**src/rtl/core/sbspd_pkg.sv**
```systemverilog
`timescale 1ns / 1ps

package sbspd_pkg;

  localparam logic [15:0] CRC_POLY   = 16'h8005;
  localparam logic [7:0]  SYNC_FF    = 8'hff;
  localparam logic [7:0]  SYNC_FD    = 8'hfd;
  localparam logic [7:0]  SYNC_ZERO  = 8'h00;
  localparam logic [23:0] SYNC_HEAD  = {SYNC_FF, SYNC_FF, SYNC_FD};
  localparam logic [7:0]  ID_ANY     = 8'hfe;
  localparam logic [15:0] MIN_LENGTH = 16'd4;

  localparam logic [7:0]  EXPECTED_ID_RESET    = ID_ANY;
  localparam logic [15:0] EXPECTED_COUNT_RESET = 16'd0;

  typedef enum logic {
    CFG_EXPECTED_ID    = 1'b0,
    CFG_EXPECTED_COUNT = 1'b1
  } cfg_index_t;

  typedef enum logic {
    KIND_DATA   = 1'b0,
    KIND_STATUS = 1'b1
  } item_kind_t;

  typedef enum logic [1:0] {
    STATUS_OK        = 2'd0,
    STATUS_CRC_BAD   = 2'd1,
    STATUS_COUNT_BAD = 2'd2,
    STATUS_SHORT     = 2'd3
  } status_t;

  typedef struct packed {
    item_kind_t  item_kind;
    logic [7:0]  data_value;
    logic [7:0]  motor_id;
    logic [7:0]  instruction_code;
    logic [7:0]  device_error;
    status_t     status;
    logic [15:0] payload_count;
    logic        last;
  } result_t;

  function automatic logic [15:0] crc_feed(input logic [15:0] crc, input logic [7:0] b);
    logic [15:0] c;
    c = crc ^ {b, 8'h00};
    for (int i = 0; i < 8; i++) begin
      c = c[15] ? ({c[14:0], 1'b0} ^ CRC_POLY) : {c[14:0], 1'b0};
    end
    return c;
  endfunction

  localparam logic [15:0] SYNC_CRC =
    crc_feed(crc_feed(crc_feed(crc_feed(16'h0000, SYNC_FF), SYNC_FF), SYNC_FD), SYNC_ZERO);

endpackage

```
**src/rtl/core/sbspd_in_stage.sv**
```systemverilog
`timescale 1ns / 1ps

module sbspd_in_stage (
  input  logic       clk,
  input  logic       rst,
  input  logic       in_valid,
  output logic       in_ready,
  input  logic [7:0] rx_byte,
  input  logic       step,
  output logic       full,
  output logic [7:0] byte_q
);

  assign in_ready = !full || step;

  always_ff @(posedge clk) begin
    if (rst) begin
      full <= 1'b0;
    end else if (in_valid && in_ready) begin
      full <= 1'b1;
    end else if (step) begin
      full <= 1'b0;
    end
  end

  always_ff @(posedge clk) begin
    if (in_valid && in_ready) begin
      byte_q <= rx_byte;
    end
  end

endmodule

```
**src/rtl/core/sbspd_parser.sv**
```systemverilog
`timescale 1ns / 1ps

module sbspd_parser (
  input  logic              clk,
  input  logic              rst,
  input  logic              step,
  input  logic [7:0]        rx_q,
  input  logic [7:0]        expected_id,
  input  logic [15:0]       expected_count,
  output logic              res_valid,
  output sbspd_pkg::result_t res
);

  import sbspd_pkg::*;

  typedef enum logic [3:0] {
    PH_HUNT, PH_ID, PH_LENLO, PH_LENHI, PH_INSTR, PH_ERR, PH_DATA, PH_CRCLO, PH_CRCHI
  } phase_t;

  phase_t      phase, phase_next;
  logic [23:0] sync_window, sync_window_next;
  logic [15:0] running_crc, running_crc_next;
  logic [7:0]  length_lo, length_lo_next;
  logic [15:0] bytes_left, bytes_left_next;
  logic [7:0]  packet_id, packet_id_next;
  logic [7:0]  instr_byte, instr_byte_next;
  logic [7:0]  err_byte, err_byte_next;
  logic [1:0]  escape_phase, escape_phase_next;
  logic [15:0] payload_total, payload_total_next;
  logic [7:0]  crc_low_byte, crc_low_byte_next;

  logic [15:0] crc_step;
  logic [15:0] length_full;
  logic        drop;
  status_t     verdict;

  assign crc_step    = crc_feed(running_crc, rx_q);
  assign length_full = {rx_q, length_lo};

  always_comb begin
    phase_next         = phase;
    sync_window_next   = sync_window;
    running_crc_next   = running_crc;
    length_lo_next     = length_lo;
    bytes_left_next    = bytes_left;
    packet_id_next     = packet_id;
    instr_byte_next    = instr_byte;
    err_byte_next      = err_byte;
    escape_phase_next  = escape_phase;
    payload_total_next = payload_total;
    crc_low_byte_next  = crc_low_byte;
    res_valid          = 1'b0;
    drop               = 1'b0;
    verdict            = STATUS_OK;

    case (phase)
      PH_HUNT: begin
        if (sync_window == SYNC_HEAD && rx_q == SYNC_ZERO) begin
          running_crc_next   = SYNC_CRC;
          packet_id_next     = 8'h00;
          instr_byte_next    = 8'h00;
          err_byte_next      = 8'h00;
          length_lo_next     = 8'h00;
          bytes_left_next    = 16'h0000;
          escape_phase_next  = 2'd0;
          payload_total_next = 16'h0000;
          crc_low_byte_next  = 8'h00;
          sync_window_next   = 24'h000000;
          phase_next         = PH_ID;
        end else begin
          sync_window_next = {sync_window[15:0], rx_q};
        end
      end
      PH_ID: begin
        if (expected_id != ID_ANY && rx_q != expected_id) begin
          sync_window_next = 24'h000000;
          phase_next       = PH_HUNT;
        end else begin
          packet_id_next   = rx_q;
          running_crc_next = crc_step;
          phase_next       = PH_LENLO;
        end
      end
      PH_LENLO: begin
        length_lo_next   = rx_q;
        running_crc_next = crc_step;
        phase_next       = PH_LENHI;
      end
      PH_LENHI: begin
        running_crc_next = crc_step;
        if (length_full < MIN_LENGTH) begin
          res_valid        = 1'b1;
          verdict          = STATUS_SHORT;
          sync_window_next = 24'h000000;
          phase_next       = PH_HUNT;
        end else begin
          bytes_left_next = length_full - MIN_LENGTH;
          phase_next      = PH_INSTR;
        end
      end
      PH_INSTR: begin
        instr_byte_next  = rx_q;
        running_crc_next = crc_step;
        phase_next       = PH_ERR;
      end
      PH_ERR: begin
        err_byte_next    = rx_q;
        running_crc_next = crc_step;
        phase_next       = (bytes_left == 16'h0000) ? PH_CRCLO : PH_DATA;
      end
      PH_DATA: begin
        running_crc_next = crc_step;
        if (escape_phase == 2'd0 && rx_q == SYNC_FF) begin
          escape_phase_next = 2'd1;
        end else if ((escape_phase == 2'd1 || escape_phase == 2'd2) && rx_q == SYNC_FF) begin
          escape_phase_next = 2'd2;
        end else if (escape_phase == 2'd2 && rx_q == SYNC_FD) begin
          escape_phase_next = 2'd3;
        end else if (escape_phase == 2'd3 && rx_q == SYNC_FD) begin
          escape_phase_next = 2'd0;
          drop              = 1'b1;
        end else begin
          escape_phase_next = (rx_q == SYNC_FF) ? 2'd1 : 2'd0;
        end
        bytes_left_next = bytes_left - 16'd1;
        if (bytes_left_next == 16'h0000) begin
          phase_next = PH_CRCLO;
        end
        if (!drop) begin
          payload_total_next = payload_total + 16'd1;
          res_valid          = 1'b1;
        end
      end
      PH_CRCLO: begin
        crc_low_byte_next = rx_q;
        phase_next        = PH_CRCHI;
      end
      PH_CRCHI: begin
        if ({rx_q, crc_low_byte} != running_crc) begin
          verdict = STATUS_CRC_BAD;
        end else if (payload_total != expected_count) begin
          verdict = STATUS_COUNT_BAD;
        end
        res_valid        = 1'b1;
        sync_window_next = 24'h000000;
        phase_next       = PH_HUNT;
      end
      default: begin
        sync_window_next = 24'h000000;
        phase_next       = PH_HUNT;
      end
    endcase

    res.item_kind        = (phase == PH_DATA) ? KIND_DATA : KIND_STATUS;
    res.data_value       = (phase == PH_DATA) ? rx_q : 8'h00;
    res.motor_id         = packet_id_next;
    res.instruction_code = instr_byte_next;
    res.device_error     = err_byte_next;
    res.status           = verdict;
    res.payload_count    = payload_total_next;
    res.last             = (phase != PH_DATA);
  end

  always_ff @(posedge clk) begin
    if (rst) begin
      phase         <= PH_HUNT;
      sync_window   <= 24'h000000;
      running_crc   <= 16'h0000;
      length_lo     <= 8'h00;
      bytes_left    <= 16'h0000;
      packet_id     <= 8'h00;
      instr_byte    <= 8'h00;
      err_byte      <= 8'h00;
      escape_phase  <= 2'd0;
      payload_total <= 16'h0000;
      crc_low_byte  <= 8'h00;
    end else if (step) begin
      phase         <= phase_next;
      sync_window   <= sync_window_next;
      running_crc   <= running_crc_next;
      length_lo     <= length_lo_next;
      bytes_left    <= bytes_left_next;
      packet_id     <= packet_id_next;
      instr_byte    <= instr_byte_next;
      err_byte      <= err_byte_next;
      escape_phase  <= escape_phase_next;
      payload_total <= payload_total_next;
      crc_low_byte  <= crc_low_byte_next;
    end
  end

  a_short_has_no_payload: assert property (@(posedge clk) disable iff (rst)
    (res_valid && res.status == STATUS_SHORT) |-> (res.payload_count == 16'h0000))
    else $error("short-length status carries payload count");

  a_data_item_ok: assert property (@(posedge clk) disable iff (rst)
    (res_valid && res.item_kind == KIND_DATA) |-> (res.status == STATUS_OK && !res.last))
    else $error("payload item with status or last set");

  a_status_rehunts: assert property (@(posedge clk) disable iff (rst)
    (step && res_valid && res.item_kind == KIND_STATUS) |=> (phase == PH_HUNT))
    else $error("status item not followed by sync hunt");

  a_count_tracks: assert property (@(posedge clk) disable iff (rst)
    (step && phase == PH_DATA && res_valid) |=> (payload_total == $past(payload_total) + 16'd1))
    else $error("payload count did not advance");

endmodule

```
**src/rtl/core/sbspd_out_stage.sv**
```systemverilog
`timescale 1ns / 1ps

module sbspd_out_stage (
  input  logic               clk,
  input  logic               rst,
  input  logic               step,
  input  logic               res_valid,
  input  sbspd_pkg::result_t res,
  output logic               room,
  output logic               out_valid,
  input  logic               out_ready,
  output sbspd_pkg::result_t out_q
);

  assign room = !out_valid || out_ready;

  always_ff @(posedge clk) begin
    if (rst) begin
      out_valid <= 1'b0;
    end else if (step) begin
      out_valid <= res_valid;
    end else if (out_ready) begin
      out_valid <= 1'b0;
    end
  end

  always_ff @(posedge clk) begin
    if (step && res_valid) begin
      out_q <= res;
    end
  end

endmodule

```
**src/rtl/core/servo_bus_status_packet_deframer_core.sv**
```systemverilog
`timescale 1ns / 1ps
// Status-packet deframer for a byte-stuffed serial bus.
// Input channel: one received byte (rx_byte) per item on in_valid/in_ready.
// Output channel: payload bytes (item_kind 0) as they are unstuffed, then one
// status item (item_kind 1, last 1) with the CRC, count or length verdict; a
// consumer drops the packet's payload when status is not ok.
// Config channel: cfg_index 0 writes expected_id, 1 writes expected_count;
// always ready; the user writes only while the block is idle (not enforced).
// Path: an accepted byte waits in the input register; the parser turns it
// into its item, if any, which is registered in the output register when it has room.
// Throughput: one byte per cycle while the output register has room, set by the
// single parser stage and its byte-wide CRC update between the two registers.
// Stall: while the output item waits, one more byte is taken into the input
// register; in_ready then drops until out_ready frees the output register.
// Reset: both registers empty, parser hunting for sync, expected_id = 254
// (any id), expected_count = 0.

module servo_bus_status_packet_deframer_core (
  input  logic        clk,
  input  logic        rst,
  input  logic        in_valid,
  output logic        in_ready,
  input  logic [7:0]  rx_byte,
  input  logic        cfg_valid,
  output logic        cfg_ready,
  input  logic        cfg_index,
  input  logic [15:0] cfg_data,
  output logic        out_valid,
  input  logic        out_ready,
  output logic        item_kind,
  output logic [7:0]  data_value,
  output logic [7:0]  motor_id,
  output logic [7:0]  instruction_code,
  output logic [7:0]  device_error,
  output logic [1:0]  status,
  output logic [15:0] payload_count,
  output logic        last
);

  import sbspd_pkg::*;

  logic        in_full;
  logic [7:0]  rx_q;
  logic        room;
  logic        step;
  logic        res_valid;
  result_t     res;
  result_t     out_q;
  logic [7:0]  expected_id;
  logic [15:0] expected_count;

  assign step      = in_full && room;
  assign cfg_ready = 1'b1;

  always_ff @(posedge clk) begin
    if (rst) begin
      expected_id    <= EXPECTED_ID_RESET;
      expected_count <= EXPECTED_COUNT_RESET;
    end else if (cfg_valid && cfg_ready) begin
      case (cfg_index_t'(cfg_index))
        CFG_EXPECTED_ID:    expected_id    <= cfg_data[7:0];
        CFG_EXPECTED_COUNT: expected_count <= cfg_data;
        default: begin
        end
      endcase
    end
  end

  sbspd_in_stage u_in (
    .clk      (clk),
    .rst      (rst),
    .in_valid (in_valid),
    .in_ready (in_ready),
    .rx_byte  (rx_byte),
    .step     (step),
    .full     (in_full),
    .byte_q   (rx_q)
  );

  sbspd_parser u_parser (
    .clk            (clk),
    .rst            (rst),
    .step           (step),
    .rx_q           (rx_q),
    .expected_id    (expected_id),
    .expected_count (expected_count),
    .res_valid      (res_valid),
    .res            (res)
  );

  sbspd_out_stage u_out (
    .clk       (clk),
    .rst       (rst),
    .step      (step),
    .res_valid (res_valid),
    .res       (res),
    .room      (room),
    .out_valid (out_valid),
    .out_ready (out_ready),
    .out_q     (out_q)
  );

  assign item_kind        = out_q.item_kind;
  assign data_value       = out_q.data_value;
  assign motor_id         = out_q.motor_id;
  assign instruction_code = out_q.instruction_code;
  assign device_error     = out_q.device_error;
  assign status           = out_q.status;
  assign payload_count    = out_q.payload_count;
  assign last             = out_q.last;

endmodule

```
**config.mk**
```make
export PLATFORM = sky130hd
export DESIGN_NAME = servo_bus_status_packet_deframer_core
export DESIGN_NICKNAME = d
export VERILOG_FILES = /design/src/rtl/core/sbspd_pkg.sv /design/src/rtl/core/sbspd_in_stage.sv /design/src/rtl/core/sbspd_parser.sv /design/src/rtl/core/sbspd_out_stage.sv /design/src/rtl/core/servo_bus_status_packet_deframer_core.sv
export SDC_FILE = /design/constraint.sdc
export NUM_CORES = 1
export LEC_CHECK = 0
export BUFFER_PORTS_ARGS = -buffer_cell sky130_fd_sc_hd__buf_2
export CELL_PAD_IN_SITES_DETAIL_PLACEMENT = 0
export CELL_PAD_IN_SITES_GLOBAL_PLACEMENT = 1
export CORE_MARGIN = 2
export CORE_UTILIZATION = 45
export DETAILED_ROUTE_END_ITERATION = 10
export PLACE_DENSITY_LB_ADDON = 0.1
export RECOVER_POWER = 100
export SETUP_SLACK_MARGIN = 0.3
export SYNTH_ARGS = -nofsm -noshare
export SYNTH_HDL_FRONTEND = slang
export SYNTH_SLANG_ARGS = --single-unit
```
**constraint.sdc**
```tcl
create_clock -name clk -period 8.65 [get_ports clk]
set_input_delay 2.1625 -clock clk [delete_from_list [all_inputs] [get_ports clk]]
set_output_delay 2.1625 -clock clk [all_outputs]
set_load 0.01 [all_outputs]
```
==> Yosys cells after proc, flatten, opt, wreduce, memory -nomap -nowiden <==
Cells that the tools add are included.
{ "word_totals": {"regBits": 204, "input_bits": 30, "word_cells": 162} }
{ "classes": {"n_addsub": 3, "n_lt_le_gt_ge": 1, "eq_ne": 25, "muxes": 61, "bitwise": 11, "n_reduce_logical": 37} }
{ "op_table": {"columns": ["operator", "n"], "rows": [
  ["2-to-1 mux 16 bit", 14],
  ["one-hot mux 16 bit (3 select lines)", 2],
  ["one-hot mux 24 bit (4 select lines)", 1],
  ["one-hot mux 8 bit (2 select lines)", 5],
  ["2-to-1 mux 24 bit", 3],
  ["2-to-1 mux 8 bit", 5],
  ["zero test 16 bit", 2],
  ["inequality test 16 bit", 2],
  ["one-hot mux 16 bit (2 select lines)", 1],
  ["one-hot mux 4 bit (8 select lines)", 1],
  ["== test 24 bit (second input constant)", 1],
  ["NOT 3 bit", 8],
  ["2-to-1 mux 2 bit", 9],
  ["adder 16 x 1 -> 16 bit (second input constant)", 1],
  ["== test 4 x 3 -> 1 bit (second input constant)", 4],
  ["== test 8 bit (second input constant)", 2],
  ["< comparator 16 x 3 -> 1 bit (second input constant)", 1],
  ["subtractor 16 x 1 -> 16 bit (second input constant)", 1],
  ["subtractor 16 x 3 -> 16 bit (second input constant)", 1],
  ["bitwise XOR 16 bit", 1],
  ["2-to-1 mux 1 bit", 14],
  ["AND reduction 3 bit", 4],
  ["AND reduction 4 bit", 3],
  ["nonzero test 2 bit", 5],
  ["24 further kinds", 47]
]} }

==> Longest topological paths before layout <==
Gate-level depths: netlist (run 1).
{ "depth": {"word_depth": 19, "mapped_depth": 10, "ltp_nobuf": 8} }

==> By module <==
Synthesis (run 1) repeated with hierarchy kept, for this count alone.
{ "unflattened": {"cells_unflattened": 1084, "area_unflattened_um2": 9924.5} }
{ "by_module_without_submodules": {"columns": ["module", "instances", "cells_per_inst", "area_per_inst_um2"], "rows": [
  ["sbspd_parser", 1, 904, 6951.7],
  ["sbspd_out_stage", 1, 57, 1621.6],
  ["servo_bus_status_packet_deframer_core", 1, 110, 1056.0],
  ["sbspd_in_stage", 1, 13, 295.3]
]} }

==> Worst setup path after synthesis (run 1) <==
No wires, ideal clock.
{ "synth_timing": {"path_kind": "input to register", "start": "input out_ready", "end": "register u_out.out_q[0] (netlist name)", "setup_time_ns": 0.492, "arrival_ns": 5.414, "t_required_ns": 8.158, "path_slack_ns": 2.744, "cell_stages": 5, "n_path_buf": 2, "cell_sequence": "nand2b_1 > nand2_1 > clkbuf_1 > buf_1 > a31oi_1"} }
{ "synth_via": {"elab_chain_cells": 3} }
{ "synth_lines": {"columns": ["item", "line_no", "source"], "rows": [
  ["start, declared", "servo_bus_status_packet_deframer_core.sv:29", "input logic out_ready,"],
  ["logical OR 1 bit", "sbspd_out_stage.sv:15", "assign room = !out_valid || out_ready;"],
  ["logical AND 1 bit", "servo_bus_status_packet_deframer_core.sv:52", "assign step = in_full && room;"],
  ["logical AND 1 bit", "sbspd_out_stage.sv:28", "if (step && res_valid) begin"]
]} }
No other way between the ends.
A chain may end at the register's enable or synchronous reset.

==> Worst setup path in the final report (run 1) <==
{ "layout_timing": {"start": "register u_parser.phase[1]", "end": "register u_out.out_q[34] (netlist name)"} }
{ "layout_via": {"elab_chain_cells": 3, "elab_cells_between_ends": 5, "classes_between": "eq/ne (3); mux (1); reduce/logical (1)"} }
{ "layout_lines": {"columns": ["item", "line_no", "source"], "rows": [
  ["start, declared", "sbspd_parser.sv:20", "phase_t phase, phase_next;"],
  ["start signal, assigned", "sbspd_parser.sv:178", "phase <= phase_next;"],
  ["== test 4 bit (tied with other cells)", "sbspd_parser.sv:56", "case (phase)"],
  ["one-hot mux 1 bit (3 select lines) *", "sbspd_parser.sv:56", null],
  ["logical AND 1 bit *", "sbspd_out_stage.sv:28", null]
]} }
Every way passes the cells marked *; elsewhere a longest branch is shown, timed or not.

==> results_dict.tcl, run 1 <==
set metrics [dict create \
    yosys.area.top_type "dfxtp_1" \
    num_rows 54 \
    synth_cell_types 67 \
    area_delta_synth_final_pct 11.4 \
    period_share 0.638 \
    skew_ns 0.0117 \
    use_met1 0.320 \
    status "finished, violations left" \
    synth.most_common_cell "nand2_1" \
    root_buffer "clkbuf_16" \
    vias 8344 \
    n_antenna_cell 0 \
    core_area_um2 21800 \
    start_kind "register" \
    yosys_warnings 0 \
    clkTransAtPathRegs_ns 0.06 \
    p_sw_uw 469 \
    dieArea_um2 23300 \
    syn_nets 1197 \
    grt_usage 0.224 \
    clockBufferDepth 3 \
    holdPathStages 2 \
    clkPwrFrac 0.447 \
    drv_slew 196 \
    r2r_slack_ns 3.13 \
    drt_pass1_iterations 5 \
    synthTopCellsByCount "153 x nand2_1, 144 x dfxtp_1, 111 x nor2_1" \
    crit_fanout 52 \
    dp_hpwl_um 17100 \
    worst_slew_pin_slew_ns 2.72 \
    setup_viol 0 \
    initial_core_util 0.458 \
    p_seq_frac 0.492 \
    fin_nets 1228 \
    synth_edf_count 59 \
    report.power.total_mw 2.02 \
    regToRegEndpoint "u_out.out_q[34]" \
    violations "capacitance limit, slew limit" \
    wl_per_cell_um 17.9 \
    die_h_um 153 \
    fmax_mhz 181 \
    cts_hold_buf 0 \
    synthCells 1156 \
    p_comb_frac 0.061 \
    yosysSeqAreaShare 0.467 \
    fill_cells 2179 \
    cts.repair_timing.setup_buffer_count 0 \
    min_to "u_parser.sync_window[16]" \
    antenna_found_initial 0 \
    ys_top_cells_by_area "dfxtp_1 29%, edfxtp_1 18%, nand2_1 5.8%, a21oi_1 5.0%, nor2_1 4.2%" \
    grt_pass1_vias 7780 \
    swShare 0.232 \
    insertion_delay_ns 0.52 \
    ys_ff_latch 203 \
    synthArstFlopShare 0 \
    hold_viol_final 0 \
    reg2regPathDepth 6 \
    post_cts_resized 0 \
    hold_class "reg -> reg" \
    cts_buffers 23 \
    regArea_um2 4650 \
    min_period_ns 5.52 \
    worstSetupEndpointType "register" \
    ir_drop_uv 152 \
    cp.arrival_ns 5.58 \
    drv_cap 4 \
    fin_tns_setup_ns 0 \
    syn_area_per_cell_um2 8.61 \
    min_from "u_parser.sync_window[16]" \
    synth.top_cell.area_share 0.290 \
    p_leak_nw 3.85 \
    timing.rr.start "u_parser.phase[1]" \
    timing.hold.ws_ns 0.453 \
    slew_headroom -0.811 \
    htreeDepth 1 \
    dp.cells 1442 \
    final_cells 1484 \
    crit_type "reg -> reg" \
    rsz0062_at_grt "false" \
    use_met3 0.0296 \
    portBuffers 83 \
    antenna_left 0 \
    grt_overflow 0 \
    powerDensity_nw_per_um2 182 \
    met2_usage 0.365 \
    grt_pass1_wl_um 42800 \
    cts_tree "yes" \
    critPathRequiredTime_ns 8.72 \
    drive_gt1_frac 0.0814 \
    vias_per_cell 5.62 \
    post-route-drc-count 0 \
    gp_routability_congestion 0.812 \
    top_usage_layer "met2" \
    grt_max_degree 93 \
    intPower_mw 1.55 \
    wirelength_um 26600 \
    cts.sinks 203 \
    synth_ff_type "dfxtp_1" \
    synth_area_um2 9960 \
    ios 85 \
    drt_iter0_drc 444 \
    fp.dieW_um 153 \
    multi_input_area_um2 4860 \
]
[through the flow]
step                setup slack, ns  utilization  cell area (µm²)
CTS                            3.75        0.515            11200
finish                         3.13        0.510            11100
detailed placement             3.75        0.483            10500
global placement               3.79        0.483            10500
floorplan                      2.74            -             9960
global route                   2.49        0.510            11100
[placed cells by master, fill, tap and decap left out, types with 12 or more instances in the layout]
cell / netlist / routed
nand4_1: 26 / 26
nor2_1: 111 / 111
and2_1: 16 / 12
inv_1: 13 / 13
buf_4: 3 / 16
nand2_1: 153 / 153
nor4_1: 14 / 14
edfxtp_1: 59 / 59
buf_2: 6 / 28
nor3_1: 22 / 22
a21oi_1: 100 / 100
nand3_1: 53 / 53
dfxtp_1: 144 / 144
o21ai_0: 82 / 81
clkbuf_1: 80 / 67
xnor2_1: 44 / 44
clkbuf_16: 0 / 23
xor2_1: 14 / 14
a22oi_1: 46 / 46
[per-layer routing]
layer  part of all wire  vias to the layer above
li1                   -                     4191
met1               0.48                     3921
met2               0.45                      204
met3              0.055                       28
met4              0.015                        0
met5                  0                        -
[kinds of logic (layout without fill, tap and decap cells)]
| kind of cell | count (synthesis) | in the layout | synth area share |
|---|---|---|---|
| compound gates | 296 | 296 | 0.181 |
| xor+xnor | 61 | 61 | 0.0578 |
| fa+ha+maj | 11 | 11 | 0.0138 |
| buf+inv | 110 | 158 | 0.0442 |
| flops | 203 | 203 | 0.467 |
| mux | 12 | 12 | 0.0133 |
| other cells | 1 | 1 | 0.000377 |
| simple gates | 462 | 462 | 0.222 |
[sequential cells by signal, indices dropped and copies added (netlist names), 16 cells and up]
signal                  cells
u_parser.sync_window       24
u_parser.bytes_left        16
u_out.out_q                51
u_parser.running_crc       16
u_parser.payload_total     16
expected_count             16
[worst max-delay path, stage by stage (launching register included)]
cell      delay [ns]
dfxtp_1         0.60
nand2_1         0.20
nor3_1          0.17
clkbuf_1        1.50
nand2_1         0.33
a31oi_4         0.28
clkbuf_1        1.94
[power by group through the flow]
stage	sequential [mW]	combinational (mW)	clock, mW
after floorplan	1.01	0.0854	0
after global placement	1.02	0.125	0
after detailed placement	1.02	0.125	0
after CTS	0.995	0.126	0.934
after global routing	0.996	0.136	0.967
final	0.995	0.124	0.905
[cell type report]
cell class                      instances  share of cell area
Multi-Input combinational cell        843               0.438
Sequential cell                       203               0.420
Clock buffer                           35              0.0596
Timing Repair Buffer                  103              0.0434
Tap cell                              280              0.0316
Inverter                               13             0.00440
Clock inverter                          7             0.00305
[worst max path at each step]
stage	start	end	slack (ns)	cells past startpoint
final	u_parser.phase[1]	u_out.out_q[34]	3.13	6
after detailed placement	out_ready	in_ready	3.75	4
after CTS	out_ready	in_ready	3.75	4
after floorplan	out_ready	u_out.out_q[0]	2.74	5
after global routing	u_parser.phase[1]	u_out.out_q[42]	2.49	6
after global placement	out_ready	in_ready	3.79	4
Power figures use the tool's default switching activity.
==> run 2: changes to the inputs <==
Settings changed: ABC_AREA set to 1, CORE_UTILIZATION 45 to 40.
Clock period 8.65 ns to 4.6 ns, I/O delays scaled along.
==> run 2 against run 1 <==
Effect of this change:
- the run still ends with capacitance limit, slew limit left
- area after synthesis rose by 1.4%
- sequential power rose by 96%
- clock-buffer cell count fell by 8
- design area rose by 3.4%
- hold slack improved by 0.013 ns
- global-route usage fell by 1.1 points
- sequential share of layout area fell by 1.4 points
- sequential cell count did not move
- die area rose by 14%
- largest cell class is now flip-flops and latches
==> results_dict.tcl, run 2 <==
set metrics [dict create \
    post-route-drc-count 0 \
    start_kind "register" \
    ir_drop_uv 216 \
    fin_nets 1439 \
    core_area_um2 25000 \
    antenna_left 0 \
    ys_ff_latch 203 \
    grt_pass1_wl_um 44600 \
    wirelength_um 28100 \
    cp_common_cell "inv_1" \
    crit_end "u_out.out_q[47]" \
    vias_per_cell 5.05 \
    post_dp_cell_area_um2 10700 \
    cp_cell_sequence "inv_1 -> nor4_1 -> nand3_1 -> buf_4 -> inv_1 -> o211ai_1 -> nand2_1 -> inv_1 -> buf_4" \
    final_common_cell "nand2_1" \
    crit_start "u_in.byte_q[0]" \
    violations "capacitance limit, slew limit" \
    timing.hold.ws_ns 0.466 \
    wl_per_cell_um 16.1 \
    synth.most_common_cell "nand2_1" \
    syn_area_per_cell_um2 7.54 \
    largest_reg_flops 51 \
    cp.arrival_ns 3.72 \
    root_buffer "clkbuf_16" \
    initial_core_util 0.405 \
    min_period_ns 3.56 \
    synth_edf_count 59 \
    cts.sinks 203 \
    period_share 0.775 \
    skew_ns 0.0128 \
    place_ws_ns 1.28 \
    status "finished, violations left" \
    antenna_found_initial 1 \
    multi_input_area_um2 4520 \
    syn_nets 1380 \
    crit_type "reg -> reg" \
    drt_pass1_iterations 5 \
    final_util 0.459 \
    critPathRequiredTime_ns 4.75 \
    top_regs "u_out.out_q: 51 flops, u_parser.sync_window: 24 flops" \
    cts_tree "yes" \
    fmax_mhz 281 \
    drt_iter0_drc 609 \
    die_h_um 163 \
    synthCells 1339 \
    clockBufferDepth 3 \
    top_register "u_out.out_q" \
    drv_slew 124 \
    n_antenna_cell 0 \
    setup_viol 0 \
    regToRegEndpoint "u_out.out_q[47]" \
    hold_class "reg -> reg" \
    dieArea_um2 26500 \
    critPathSlowestCell "edfxtp_1" \
    slew_headroom -0.332 \
    insertion_delay_ns 0.52 \
    ios 85 \
    yosys_warnings 0 \
    worst_slew_pin_slew_ns 2.00 \
    fill_cells 2618 \
    grt_max_degree 85 \
    clkTransAtPathRegs_ns 0.06 \
    synthArstFlopShare 0 \
    p_leak_nw 4.89 \
    final_cell_mix "282 x nand2_1, 157 x nor2_1, 155 x inv_1" \
    powerDensity_nw_per_um2 377 \
    cts_buffers 24 \
    cts_hold_buf 0 \
    dp_hpwl_um 19600 \
    gp_routability_congestion 0.853 \
    synth_ff_type "dfxtp_1" \
    timing.rr.start "u_in.byte_q[0]" \
    slowest_delay_ns 0.62 \
    drv_cap 2 \
    area_delta_synth_final_pct 13.5 \
    final_area_um2 11500 \
    r2r_slack_ns 1.04 \
    post_cts_resized 0 \
    synthTopCellsByCount "281 x nand2_1, 156 x nor2_1, 151 x inv_1" \
    fin_tns_setup_ns 0 \
    holdPathStages 2 \
    fp.dieW_um 163 \
    synth_cell_types 44 \
    fin_ws_ns 1.04 \
    num_rows 58 \
    grt_overflow 0 \
    vias 8819 \
    cts.repair_timing.setup_buffer_count 0 \
    htreeDepth 1 \
    synth.top_cell.area_share 0.285 \
    yosysSeqAreaShare 0.461 \
    crit_fanout 38 \
    drive_gt1_frac 0.0657 \
    regArea_um2 4650 \
    ys_top_cells_by_area "dfxtp_1 29%, edfxtp_1 18%, nand2_1 10%, nor2_1 5.8%, inv_1 5.6%" \
    grt_usage 0.213 \
    yosys.area.top_type "dfxtp_1" \
    reg2regPathDepth 9 \
    rsz0062_at_grt "false" \
    synth_area_um2 10100 \
    worstSetupEndpointType "register" \
    hold_viol_final 0 \
    grt_pass1_vias 8252 \
    portBuffers 83 \
]
## run 2: cell count changes after synthesis, sizes merged, moves of 16 or more
cell / change
nand3: +37
o21ai: +29
nor2: +51
buf: +17
and2: -16
inv: +144
a22oi: -45
clkbuf: -54
xnor2: -17
nand2: +134
## run 2: logic make-up (layout without fill, tap and decap cells)
family                   after synthesis  after routing  share of synthesized area
buffers and inverters                220            297                     0.0894
flip-flops                           203            203                      0.461
XOR/XNOR                              55             55                     0.0477
other                                  1              1                   0.000371
adder cells (fa/ha/maj)               11             11                     0.0136
AND/OR/NAND/NOR                      579            579                      0.244
AO/OA/AOI/OAI                        270            270                      0.144
## run 2: per-stage QoR
stage          total power [mW]  instances
2_1_floorplan              2.19       1339
3_3_place_gp               2.28       1702
3_5_place_dp               2.28       1702
4_1_cts                    4.38       1746
5_1_grt                    4.50       1746
6_report                   4.32       1746
## run 2: how the worst min path moves through the flow
stage                             startpoint                        to
finish              u_parser.sync_window[22]  u_parser.sync_window[22]
global route        u_parser.sync_window[22]  u_parser.sync_window[22]
CTS                 u_parser.sync_window[18]  u_parser.sync_window[18]
detailed placement  u_parser.sync_window[17]  u_parser.sync_window[17]
global placement    u_parser.sync_window[20]  u_parser.sync_window[20]
floorplan           u_parser.sync_window[17]  u_parser.sync_window[17]
## run 2: where the power goes
part	internal, mW	total (mW)	switching [mW]	leakage [nW]
sequential	1.89	1.95	0.0641	1.73
combinational	0.102	0.284	0.182	2.74
clock	1.32	2.09	0.764	0.425
total	3.31	4.32	1.01	4.89
## run 2: layout make-up
type / count / area share
Clock buffer: 27 / 0.0552
Multi-Input combinational cell: 916 / 0.394
Inverter: 160 / 0.0526
Tap cell: 330 / 0.0360
Timing Repair Buffer: 93 / 0.0354
Clock inverter: 17 / 0.0206
Sequential cell: 203 / 0.406
## run 2: critical path, delay by kind of cell (launching register included)
family	cells	cell delay [ns]
AO/OA/AOI/OAI	1	0.20
AND/OR/NAND/NOR	3	0.37
flip-flops	1	0.62
buffers and inverters	5	1.96
## run 2: routing by layer
layer	part of all wire	vias up	global-route usage
li1	-	4503	-
met1	0.47	4048	0.291
met2	0.46	213	0.355
met3	0.046	53	0.0290
met4	0.025	2	0.0587
met5	0.00036	-	0
==> run 3: changes to the inputs <==
Settings changed: CORE_UTILIZATION 40 to 44.
Clock period 4.6 ns to 3.54 ns, I/O delays scaled along.
==> run 3 against run 2 <==
Effect of this change:
- the flow still finishes with violations (capacitance limit, slew limit)
- non-clock buffer count rose by 9
- design area decreased by 0.56%
- register-to-register slack worse by 0.35 ns
- critical endpoint is now u_parser.running_crc[15]
- critical path type unchanged
- largest cell class unchanged
- sequential cell count is the same
- power increased by 25%
- highest routed layer is now met4
==> results_dict.tcl, run 3 (synthesis results as in run 2) <==
set metrics [dict create \
    status "finished, violations left" \
    violations "capacitance limit, slew limit" \
    crit_type "reg -> reg" \
    timing.hold.ws_ns 0.464 \
    antenna_left 0 \
    largest_reg_flops 51 \
    reg2regPathDepth 9 \
    area_delta_synth_final_pct 12.9 \
    ios 85 \
    slew_headroom -0.287 \
    portBuffers 83 \
    multi_input_area_um2 4510 \
    wl_per_cell_um 16.4 \
    grt_pass1_vias 8332 \
    fp.dieW_um 156 \
    rsz0062_at_grt "false" \
    p_leak_nw 4.86 \
    fin_ws_ns 0.683 \
    post-route-drc-count 0 \
    cts_tree "yes" \
    num_rows 55 \
    final_cells 1710 \
    initial_core_util 0.448 \
    gp_routability_congestion 0.858 \
    clkPwrFrac 0.460 \
    wirelength_um 28100 \
    regToRegEndpoint "u_parser.running_crc[15]" \
    skew_ns 0.0137 \
    core_area_um2 22600 \
    die_h_um 156 \
    drv_slew 85 \
    regArea_um2 4650 \
    drt_pass1_iterations 5 \
    drv_cap 1 \
    dp_hpwl_um 19600 \
    ir_drop_uv 279 \
    clockBufferDepth 3 \
    cts_hold_buf 0 \
    cts.repair_timing.setup_buffer_count 0 \
    period_share 0.807 \
    cp.arrival_ns 3.27 \
    root_buffer "clkbuf_16" \
    post_cts_resized 0 \
    min_from "u_parser.sync_window[21]" \
    fmax_mhz 350 \
    fill_cells 2345 \
    grt_usage 0.233 \
    start_kind "register" \
    p_sw_mw 1.28 \
    vias_per_cell 5.16 \
    top_register "u_out.out_q" \
    place_ws_ns 0.874 \
    fin_tns_setup_ns 0 \
    insertion_delay_ns 0.52 \
    holdPathStages 2 \
    hold_class "reg -> reg" \
    p_seq_frac 0.465 \
    vias 8821 \
    crit_fanout 15 \
    dp.cells 1666 \
    final_cell_mix "284 x nand2_1, 158 x nor2_1, 152 x inv_1" \
    min_to "u_parser.sync_window[21]" \
    grt_overflow 0 \
    clkTransAtPathRegs_ns 0.06 \
    top_regs "u_out.out_q: 51 flops, u_parser.sync_window: 24 flops" \
    htreeDepth 1 \
    r2r_slack_ns 0.68 \
    critPathRequiredTime_ns 3.96 \
    p_comb_frac 0.074 \
    dieArea_um2 24200 \
    final_util 0.505 \
    swShare 0.237 \
    cts.sinks 203 \
    grt_pass1_wl_um 44800 \
    fin_nets 1448 \
    grt_max_degree 85 \
    drt_iter0_drc 480 \
    hold_viol_final 0 \
    setup_viol 0 \
    antenna_found_initial 0 \
    intPower_mw 4.12 \
    min_period_ns 2.86 \
    timing.rr.start "u_in.byte_q[6]" \
    worst_slew_pin_slew_ns 1.93 \
    n_antenna_cell 0 \
    final_common_cell "nand2_1" \
    drive_gt1_frac 0.0674 \
    cts_buffers 24 \
    powerDensity_nw_per_um2 474 \
    worstSetupEndpointType "register" \
]
[run 3: changes by cell type in the layout (fill, tap and decap cells not counted), sizes merged]
cell	previous run	this run
buf	32	36
bufinv	6	1
clkbuf	88	104
clkinv	13	7
clkinvlp	1	2
inv	157	156
[run 3: critical path, cell delays in order, from the launching register on]
cell and delay, ns:
edfxtp_1 0.56, nor2_1 0.24, nand4_1 0.20, nor2_1 0.14, nand2_1 0.08, nand2_1 0.16, nand2_1 0.16, nor3_2 0.83
nand3_1 0.21, a21oi_1 0.18
[run 3: worst max-delay path by stage]
stage	from	end	slack [ns]
after CTS	u_parser.phase[3]	u_out.out_q[22]	0.96
final	u_in.byte_q[6]	u_parser.running_crc[15]	0.68
after global placement	out_ready	u_parser.sync_window[7]	0.93
after detailed placement	out_ready	u_parser.sync_window[7]	0.87
after global routing	u_in.byte_q[6]	u_parser.running_crc[8]	0.44
after floorplan	out_ready	u_out.out_q[0]	0.48
[run 3: layout make-up]
cell class                      instances  area share
Multi-Input combinational cell        916       0.395
Sequential cell                       203       0.408
Timing Repair Buffer                  102      0.0408
Clock inverter                          6     0.00483
Inverter                              160      0.0532
Tap cell                              285      0.0313
Clock buffer                           38      0.0663
[run 3: metrics by stage]
step | power, mW | area (µm²)
global placement | 2.97 | 10700
finish | 5.41 | 11400
CTS | 5.45 | 11500
floorplan | 2.84 | 10100
detailed placement | 2.97 | 10700
global route | 5.60 | 11400
[run 3: metal layers]
metal  track usage  vias to the layer above  wire, µm
met5             0                        -         0
met4        0.0507                        0       462
met3        0.0315                       39      1510
met2         0.388                      232     12800
met1         0.323                     4046     13200
li1              -                     4504         -
[run 3: power groups by stage]
stage / Combinational [mW] / Sequential, mW / Clock [mW]
6_report: 0.403 / 2.52 / 2.49
4_1_cts: 0.409 / 2.52 / 2.53
3_5_place_dp: 0.407 / 2.57 / 0
2_1_floorplan: 0.308 / 2.54 / 0
5_1_grt: 0.464 / 2.52 / 2.61
3_3_place_gp: 0.403 / 2.56 / 0
